--- src/swsr_pkg.sv ---
// Shared types and constants for the search-and-replace stack.
// Used by the cell, the top level and the checker.
package swsr_pkg;

    localparam int DEPTH_DEF = 64;
    localparam int WORD_W    = 32;
    localparam int COUNT_W   = 7;

    localparam logic [1:0] CMD_PUSH    = 2'd0;
    localparam logic [1:0] CMD_POP     = 2'd1;
    localparam logic [1:0] CMD_REPLACE = 2'd2;

    localparam logic [1:0] ST_OK        = 2'd0;
    localparam logic [1:0] ST_EMPTY     = 2'd1;
    localparam logic [1:0] ST_FULL      = 2'd2;
    localparam logic [1:0] ST_NOT_FOUND = 2'd3;

    typedef struct packed {
        logic [1:0]               command;
        logic signed [WORD_W-1:0] data_value;
        logic signed [WORD_W-1:0] match_value;
    } t_cmd;

    typedef struct packed {
        logic [1:0]               status;
        logic signed [WORD_W-1:0] top_value;
        logic                     top_valid;
        logic [COUNT_W-1:0]       entry_count;
    } t_result;

    typedef struct packed {
        logic                     shift_dn;
        logic                     shift_up;
        logic                     step;
        logic                     tok_in;
        logic                     write_en;
        logic signed [WORD_W-1:0] wdata;
    } t_cell_ctl;

endpackage

--- src/swsr_cell.sv ---
// One stack slot: holds a word, shifts with its neighbors on push and pop,
// and passes the search token down the row. Depends on swsr_pkg.
module swsr_cell
    import swsr_pkg::*;
(
    input  logic                     i_clk,
    input  logic                     i_rst_n,
    input  t_cell_ctl                i_ctl,
    input  logic signed [WORD_W-1:0] i_key,
    input  logic signed [WORD_W-1:0] i_up_data,
    input  logic signed [WORD_W-1:0] i_dn_data,
    input  logic                     i_tok,
    output logic signed [WORD_W-1:0] o_data,
    output logic                     o_tok,
    output logic                     o_hit
);

    logic signed [WORD_W-1:0] r_data;
    logic                     r_tok;

    assign o_hit  = r_tok && (r_data == i_key);
    assign o_data = r_data;
    assign o_tok  = r_tok;

    always_ff @(posedge i_clk) begin
        if (!i_rst_n) begin
            r_tok <= 1'b0;
        end else begin
            r_tok <= i_ctl.step ? i_tok : 1'b0;
        end
    end

    always_ff @(posedge i_clk) begin
        if (i_ctl.shift_dn) begin
            r_data <= i_up_data;
        end else if (i_ctl.shift_up) begin
            r_data <= i_dn_data;
        end else if (i_ctl.write_en && o_hit) begin
            r_data <= i_ctl.wdata;
        end
    end

endmodule

--- src/stack_with_search_replace.sv ---
// Top level of the search-and-replace stack: a row of slot cells, top at
// cell 0, and the command sequencer. Depends on swsr_pkg and swsr_cell.
//
// Usage:
//   A command beat is taken at a rising edge with start high and busy low.
//   Each command gives exactly one result beat on o_result, marked by
//   o_strobe for one cycle; the receiver cannot hold it off.
//   Push, pop and unused codes: result strobe the cycle after the command,
//   so a new command can follow every cycle.
//   Replace: a search token enters the top cell and walks down one cell per
//   cycle; it stops at the first equal entry or at the bottom entry. Busy is
//   high while the token walks; the result strobe is registered when it stops.
//   Replace on an empty stack answers the cycle after the command.
//   Result fields show the stack after the command; top_value is zero when
//   the stack is empty.
//   Reset empties the stack and clears any search in flight; slot contents
//   are not cleared and are never shown before they are written.
module stack_with_search_replace
    import swsr_pkg::*;
#(
    parameter int STACK_DEPTH = DEPTH_DEF
) (
    input  logic    i_clk,
    input  logic    i_rst_n,
    input  logic    start,
    input  t_cmd    i_cmd,
    output logic    busy,
    output logic    o_strobe,
    output t_result o_result
);

    localparam int CW = $clog2(STACK_DEPTH + 1);
    localparam int IW = $clog2(STACK_DEPTH);

    typedef enum logic {
        S_IDLE,
        S_SEARCH
    } t_state;

    t_state                   r_state, n_state;
    logic [CW-1:0]            r_count, n_count;
    logic [IW-1:0]            r_idx, n_idx;
    logic signed [WORD_W-1:0] r_key, n_key;
    logic signed [WORD_W-1:0] r_wdata, n_wdata;
    logic [1:0]               r_status, n_status;
    logic                     r_strobe, n_strobe;

    t_cell_ctl                w_ctl;
    logic signed [WORD_W-1:0] w_data [STACK_DEPTH];
    logic                     w_tok  [STACK_DEPTH];
    logic [STACK_DEPTH-1:0]   w_hit;
    logic                     w_any_hit;
    logic                     w_accept;

    assign w_accept  = start && (r_state == S_IDLE);
    assign w_any_hit = |w_hit;

    genvar g;
    generate
        for (g = 0; g < STACK_DEPTH; g++) begin : g_cell
            logic signed [WORD_W-1:0] w_up;
            logic signed [WORD_W-1:0] w_dn;
            logic                     w_tin;
            if (g == 0) begin : g_top
                assign w_up  = w_ctl.wdata;
                assign w_tin = w_ctl.tok_in;
            end else begin : g_mid
                assign w_up  = w_data[g-1];
                assign w_tin = w_tok[g-1];
            end
            if (g == STACK_DEPTH - 1) begin : g_bot
                assign w_dn = '0;
            end else begin : g_nb
                assign w_dn = w_data[g+1];
            end
            swsr_cell u_cell (
                .i_clk     (i_clk),
                .i_rst_n   (i_rst_n),
                .i_ctl     (w_ctl),
                .i_key     (r_key),
                .i_up_data (w_up),
                .i_dn_data (w_dn),
                .i_tok     (w_tin),
                .o_data    (w_data[g]),
                .o_tok     (w_tok[g]),
                .o_hit     (w_hit[g])
            );
        end
    endgenerate

    always_comb begin
        n_state  = r_state;
        n_count  = r_count;
        n_idx    = r_idx;
        n_key    = r_key;
        n_wdata  = r_wdata;
        n_status = r_status;
        n_strobe = 1'b0;

        w_ctl          = '0;
        w_ctl.wdata    = (r_state == S_IDLE) ? i_cmd.data_value : r_wdata;

        case (r_state)
            S_IDLE: begin
                if (w_accept) begin
                    n_strobe = 1'b1;
                    n_status = ST_OK;
                    case (i_cmd.command)
                        CMD_PUSH: begin
                            if (r_count == CW'(STACK_DEPTH)) begin
                                n_status = ST_FULL;
                            end else begin
                                w_ctl.shift_dn = 1'b1;
                                n_count        = r_count + CW'(1);
                            end
                        end
                        CMD_POP: begin
                            if (r_count == '0) begin
                                n_status = ST_EMPTY;
                            end else begin
                                w_ctl.shift_up = 1'b1;
                                n_count        = r_count - CW'(1);
                            end
                        end
                        CMD_REPLACE: begin
                            if (r_count == '0) begin
                                n_status = ST_NOT_FOUND;
                            end else begin
                                n_strobe     = 1'b0;
                                w_ctl.step   = 1'b1;
                                w_ctl.tok_in = 1'b1;
                                n_key        = i_cmd.match_value;
                                n_wdata      = i_cmd.data_value;
                                n_idx        = '0;
                                n_state      = S_SEARCH;
                            end
                        end
                        default: begin
                            n_status = ST_OK;
                        end
                    endcase
                end
            end
            S_SEARCH: begin
                w_ctl.write_en = 1'b1;
                if (w_any_hit) begin
                    n_status = ST_OK;
                    n_strobe = 1'b1;
                    n_state  = S_IDLE;
                end else if (CW'(r_idx) == r_count - CW'(1)) begin
                    n_status = ST_NOT_FOUND;
                    n_strobe = 1'b1;
                    n_state  = S_IDLE;
                end else begin
                    w_ctl.step = 1'b1;
                    n_idx      = r_idx + IW'(1);
                end
            end
            default: begin
                n_state = S_IDLE;
            end
        endcase
    end

    always_ff @(posedge i_clk) begin
        if (!i_rst_n) begin
            r_state  <= S_IDLE;
            r_count  <= '0;
            r_idx    <= '0;
            r_status <= ST_OK;
            r_strobe <= 1'b0;
        end else begin
            r_state  <= n_state;
            r_count  <= n_count;
            r_idx    <= n_idx;
            r_status <= n_status;
            r_strobe <= n_strobe;
        end
        r_key   <= n_key;
        r_wdata <= n_wdata;
    end

    assign busy                 = (r_state != S_IDLE);
    assign o_strobe             = r_strobe;
    assign o_result.status      = r_status;
    assign o_result.top_valid   = (r_count != '0);
    assign o_result.top_value   = (r_count != '0) ? w_data[0] : '0;
    assign o_result.entry_count = COUNT_W'(r_count);

endmodule

--- config.mk ---
export PLATFORM = sky130hd
export DESIGN_NAME = stack_with_search_replace
export DESIGN_NICKNAME = d
export VERILOG_FILES = /design/src/swsr_pkg.sv /design/src/swsr_cell.sv /design/src/stack_with_search_replace.sv
export SDC_FILE = /design/constraint.sdc
export NUM_CORES = 2
export LEC_CHECK = 0
export BUFFER_PORTS_ARGS = -buffer_cell sky130_fd_sc_hd__clkbuf_2
export CAP_MARGIN = 0
export CORE_MARGIN = 2
export CORE_UTILIZATION = 35
export DETAILED_ROUTE_END_ITERATION = 8
export HOLD_SLACK_MARGIN = 0.02
export PLACE_DENSITY = 0.48
export RECOVER_POWER = 50
export SYNTH_ARGS = -nofsm -noshare
export SYNTH_HDL_FRONTEND = slang
export SYNTH_HIERARCHICAL = 1
export SYNTH_SLANG_ARGS = --single-unit
--- constraint.sdc ---
create_clock -name i_clk -period 16.6 [get_ports i_clk]
set_input_delay 4.98 -clock i_clk [delete_from_list [all_inputs] [get_ports i_clk]]
set_output_delay 4.98 -clock i_clk [all_outputs]
set_load 0.02 [all_outputs]
# Word-level counts from Yosys, hierarchy flattened
# Index checks and enable logic that the tools add are counted.
[totals] regBits=2193 input_bits=69 wordCells=656
[classes] n_addsub=3 eq_ne=76 muxes=232 bitwise_logic=6 reduce_logical=204
[op_table] operator="32-bit two-way mux" n=194
[op_table] operator="32-bit equality test" n=64
[op_table] operator="3-bit nonzero test" n=64
[op_table] operator="1-bit logical AND" n=129
[op_table] operator="64-bit OR reduction" n=1
[op_table] operator="6-bit two-way mux" n=5
[op_table] operator="2-bit two-way mux" n=8
[op_table] operator="1-bit two-way mux" n=15
[op_table] operator="7-bit two-way mux" n=2
[op_table] operator="7-bit one-hot mux with 2 select lines" n=1
[op_table] operator="2-bit != test, second input constant" n=6
[op_table] operator="6-bit one-hot mux with 2 select lines" n=1
[op_table] operator="5-bit AND reduction" n=2
[op_table] operator="7-bit by 1-bit adder with 7-bit output, second input constant" n=1
[op_table] operator="6-bit by 7-bit equality test with 1-bit output" n=1
[op_table] operator="7-bit equality test, second input constant" n=1
[op_table] operator="7-bit zero test" n=1
[op_table] operator="7-bit nonzero test" n=1
[op_table] operator="7-bit by 1-bit subtractor with 7-bit output, second input constant" n=1
[op_table] operator="6-bit by 1-bit adder with 6-bit output, second input constant" n=1
[op_table] operator="1-bit NOT" n=6
[op_table] operator="1-bit one-hot mux with 2 select lines" n=3
[op_table] operator="2-bit one-hot mux with 3 select lines" n=1
[op_table] operator="5-bit OR reduction" n=1
[op_table] operator="10 further kinds" n=11

# Longest topological paths before layout
[depth] ltp_word=7 depth_mapped=12 depth_no_buf=11

# Cells and area by module
# The synthesis kept the hierarchy.
[by_module_without_submodules] mod="swsr_cell" n_inst=64 cells_each=195 area_each_um2=2033.2 seq_area_each_um2=980.9
[by_module_without_submodules] mod="stack_with_search_replace" n_inst=1 cells_each=314 area_each_um2=3901.2 seq_area_each_um2=2262.2

# Least setup slack after synthesis
# No wires, ideal clock.
[synth_path] kind="input port to flip-flop" start="in i_cmd[65] (netlist name)" end="reg g_cell[0].u_cell.r_data[0], enable pin" setup_time_ns=0.388 arrival_time_ns=9.672 required_time_ns=16.212 path_slack_ns=6.540 stages=5 path_buffers=2 path_cell_list="nand2b_1 > nor3b_1 > clkbuf_1 > buf_2 > a211o_1"
[synth_lines] item="start: declaration" line_no="stack_with_search_replace.sv:26" text="input t_cmd i_cmd,"
[synth_lines] item="end signal: assignment" line_no="swsr_cell.sv:35" text="r_data <= i_up_data;"
[synth_lines] item="end signal: assignment" line_no="swsr_cell.sv:37" text="r_data <= i_dn_data;"
[synth_lines] item="end signal: assignment" line_no="swsr_cell.sv:39" text="r_data <= i_ctl.wdata;"
[synth_lines] item="end: declaration" line_no="swsr_cell.sv:18" text="logic signed [WORD_W-1:0] r_data;"

==> impl_metrics.toml <==
[status]
outcome = "finished with violations"
failed_checks = "capacitance limit, slew limit"

[floorplanning]
die_width_um = 622.8
io-pin-count = 113
start_util_pct = 35.11
core_area_mm2 = 0.3817
chipHeight_um = 622.8
dieArea_mm2 = 0.3879
rows = 227

[synth]
netlist_area_mm2 = 0.1340
ys_ff_latch = 2193
syn_inst = 12790
ys.flop_type = "edfxtp_1"
synthArstFlopShare_pct = 0
avgSynthCellArea_um2 = 10.48
synth_cell_types = 55
synth_edf_count = 2112
yosysWarnings = 6
yosysSeqAreaShare_pct = 48.53

[final_layout]
drive_gt1_share_pct = 5.183
design_area_mm2 = 0.1489
nNetsFinal = 12800
final_core_util_pct = 39.01
area_growth_pct = 11.11

[sta]
setup_tns_ns = 0
worst_slew_pin_slew_ns = 4.306
final_max_slew_viol_count = 2041
rsz0062_at_grt = "no"
finalHoldViolCount = 0
fin_crit_sh_pct = 73.90
period_needed_ns = 12.27
finClkSkew_ns = 0.05330
setup_viol = 0
hold_ws_ns = 0.4832
fmax_mhz = 81.52
slew_headroom_pct = -187.1

[setup_path]
critPathLaunch = "i_cmd[65]"
cp.required_ns = 17.35
timing.rr.start = "r_key[30]$_DFFE_PP_"
critPathKind = "input port to flip-flop"
arrival_ns = 13.02
startpoint_type = "input port"
cp-end-kind = "flip-flop"
cp_max_fo = 122

[route]
firstDrtPassIters = 8
drc_errors = 0
wl_um = 493900
via_count = 104000
antenna_left = 0
dr.first_iter.drc_count = 10730
wire_per_inst_um = 27.44
vias_per_cell = 5.781

[hold_path]
hold_path_class = "flip-flop to flip-flop"
holdCritStartpoint = "g_cell[41].u_cell/o_tok$_SDFF_PN0_"

[job]
drv_cap = 44

[clock_tree]
clock_latency_ns = 0.93
cts_hold_buf = 0
ctsHtreeMaxLevel = 5
cts_resized = 0
postCtsSetupBuffers = 0
numCtsBuffers = 280
worst_setup_hold_path_clk_slew_ns = 0.06
cts_tree = "built"
clk_path_buf_depth = 4
cts.sinks = 2193
clock_tree.root_cell = "clkbuf_16"

[grt]
grt_max_degree = 223
grt_usage_pct = 24.46
grt_pass1_wl_um = 721300
grt_pass1_vias = 106300
antenna_found_initial = 23
overflow = 0

[placement]
placed_area_mm2 = 0.1405
dp_hpwl_um = 325300
portBuffers = 112
globalplace.congestion = 0.8622

[power_and_ir_drop]
leakagePower_nw = 44.02
p_per_area_mw_per_mm2 = 100.8
ir_worst_vdd_uv = 100.8
totalPowerFinal_mw = 15.01
-- cell usage in the layout, fill, tap and decap left out, types with 43 or more instances in the layout --
cell          n
o22ai_1      64
a22o_1       64
and4_1       67
nor3_1       71
nand2_1    2062
clkbuf_2     60
inv_1       386
o221ai_1     64
clkbuf_16   285
nand4_1     325
nor2b_1     387
clkbuf_1    177
o21ai_0    2120
buf_4       157
xnor2_1    1284
mux2i_1    2053
edfxtp_1   2112
clkinv_1     43
xor2_1      198
a211o_1      56
dfxtp_1      81
a2111o_1    128
and3_1       66
nor4_1      204
o2bb2ai_1    64
nand2b_1     73
-- metrics by stage --
stage / cells / worst slack, ns
floorplan: 12830 / 6.541
global placement: 17490 / 7.255
detailed placement: 17490 / 7.236
CTS: 17980 / 8.155
global route: 17990 / 4.036
finish: 18000 / 4.332
-- cell families after synthesis --
| kind of cell | count (synthesis) | synth area share [%] |
|---|---|---|
| AO/OA/AOI/OAI | 2592 | 11.11 |
| XOR/XNOR | 1482 | 9.685 |
| adder cells (fa/ha/maj) | 4 | 0.03734 |
| buffers and inverters | 1110 | 3.294 |
| flip-flops | 2193 | 48.53 |
| multiplexers | 2085 | 15.60 |
| other | 1 | 0.002798 |
| AND/OR/NAND/NOR | 3327 | 11.74 |
-- state kept, by name (all words and copies together), names as in the netlist, 2 cells and up --
name / count
g_cell.u_cell/o_data: 2048
g_cell.u_cell/o_tok: 64
r_count: 7
r_idx: 6
r_key: 32
r_status: 2
r_wdata: 32
-- per-layer routing --
| layer | up-vias | GRT usage [%] | wire length, um | part of all wire, % |
|---|---|---|---|---|
| li1 | 46480 | - | - | - |
| met1 | 52550 | 32.61 | 210300 | 43 |
| met2 | 4022 | 40.25 | 230700 | 47 |
| met3 | 998 | 3.565 | 33710 | 6.8 |
| met4 | 0 | 8.959 | 19140 | 3.9 |
| met5 | - | 0 | 0 | 0 |
-- synth_stat cells, drive strengths merged, types with 73 or more instances --
cell    number  area share, %
nand2b      73           0.34
clkbuf     527            1.5
dfxtp       81            1.2
xnor2     1284            8.4
xor2       198            1.3
o21ai     2120            7.9
inv        386            1.1
nand2     2062            5.8
nor4       207           0.97
edfxtp    2112             47
mux2i     2053             15
a2111o     128            1.1
nand4      325            1.5
nor2b      387            1.8
buf        197           0.74
-- path summary, 6_finish.rpt --
check / endpoint / slack (ns) / depth (start not counted)
worst max-delay path: g_cell[44].u_cell/o_data[8]$_DFFE_PP_ / 4.33 / 8
worst max register to register: g_cell[60].u_cell/o_tok$_SDFF_PN0_ / 5.07 / 15
worst min-delay path: g_cell[42].u_cell/o_tok$_SDFF_PN0_ / 0.48 / 1
worst min register to register: g_cell[42].u_cell/o_tok$_SDFF_PN0_ / 0.48 / 1
-- worst max-delay path, cell delays in order --
cell	delay, ns
clkbuf_1	0.13
nand2b_1	0.26
nor3b_1	0.78
buf_12	0.35
clkbuf_2	2.93
clkbuf_1	2.27
mux2i_1	0.71
o21ai_0	0.33
-- final cells by class --
class | instances | area, um2
Fill cell | 37610 | 232800
Sequential cell | 2193 | 65040
Multi-Input combinational cell | 9522 | 64830
Clock buffer | 386 | 7691
Tap cell | 5038 | 6304
Timing Repair Buffer | 348 | 2556
Inverter | 386 | 1449
Clock inverter | 111 | 1002
Antenna cell | 15 | 37.54
-- power breakdown --
| part | internal [mW] | total (mW) | switching (mW) | leakage (nW) |
|---|---|---|---|---|
| registers | 6.60 | 7.00 | 0.394 | 20.2 |
| logic | 0.723 | 2.01 | 1.29 | 19.6 |
| clock network | 3.45 | 6.00 | 2.56 | 4.24 |
| total | 10.8 | 15.0 | 4.24 | 44.0 |
Power figures use the tool's default switching activity.
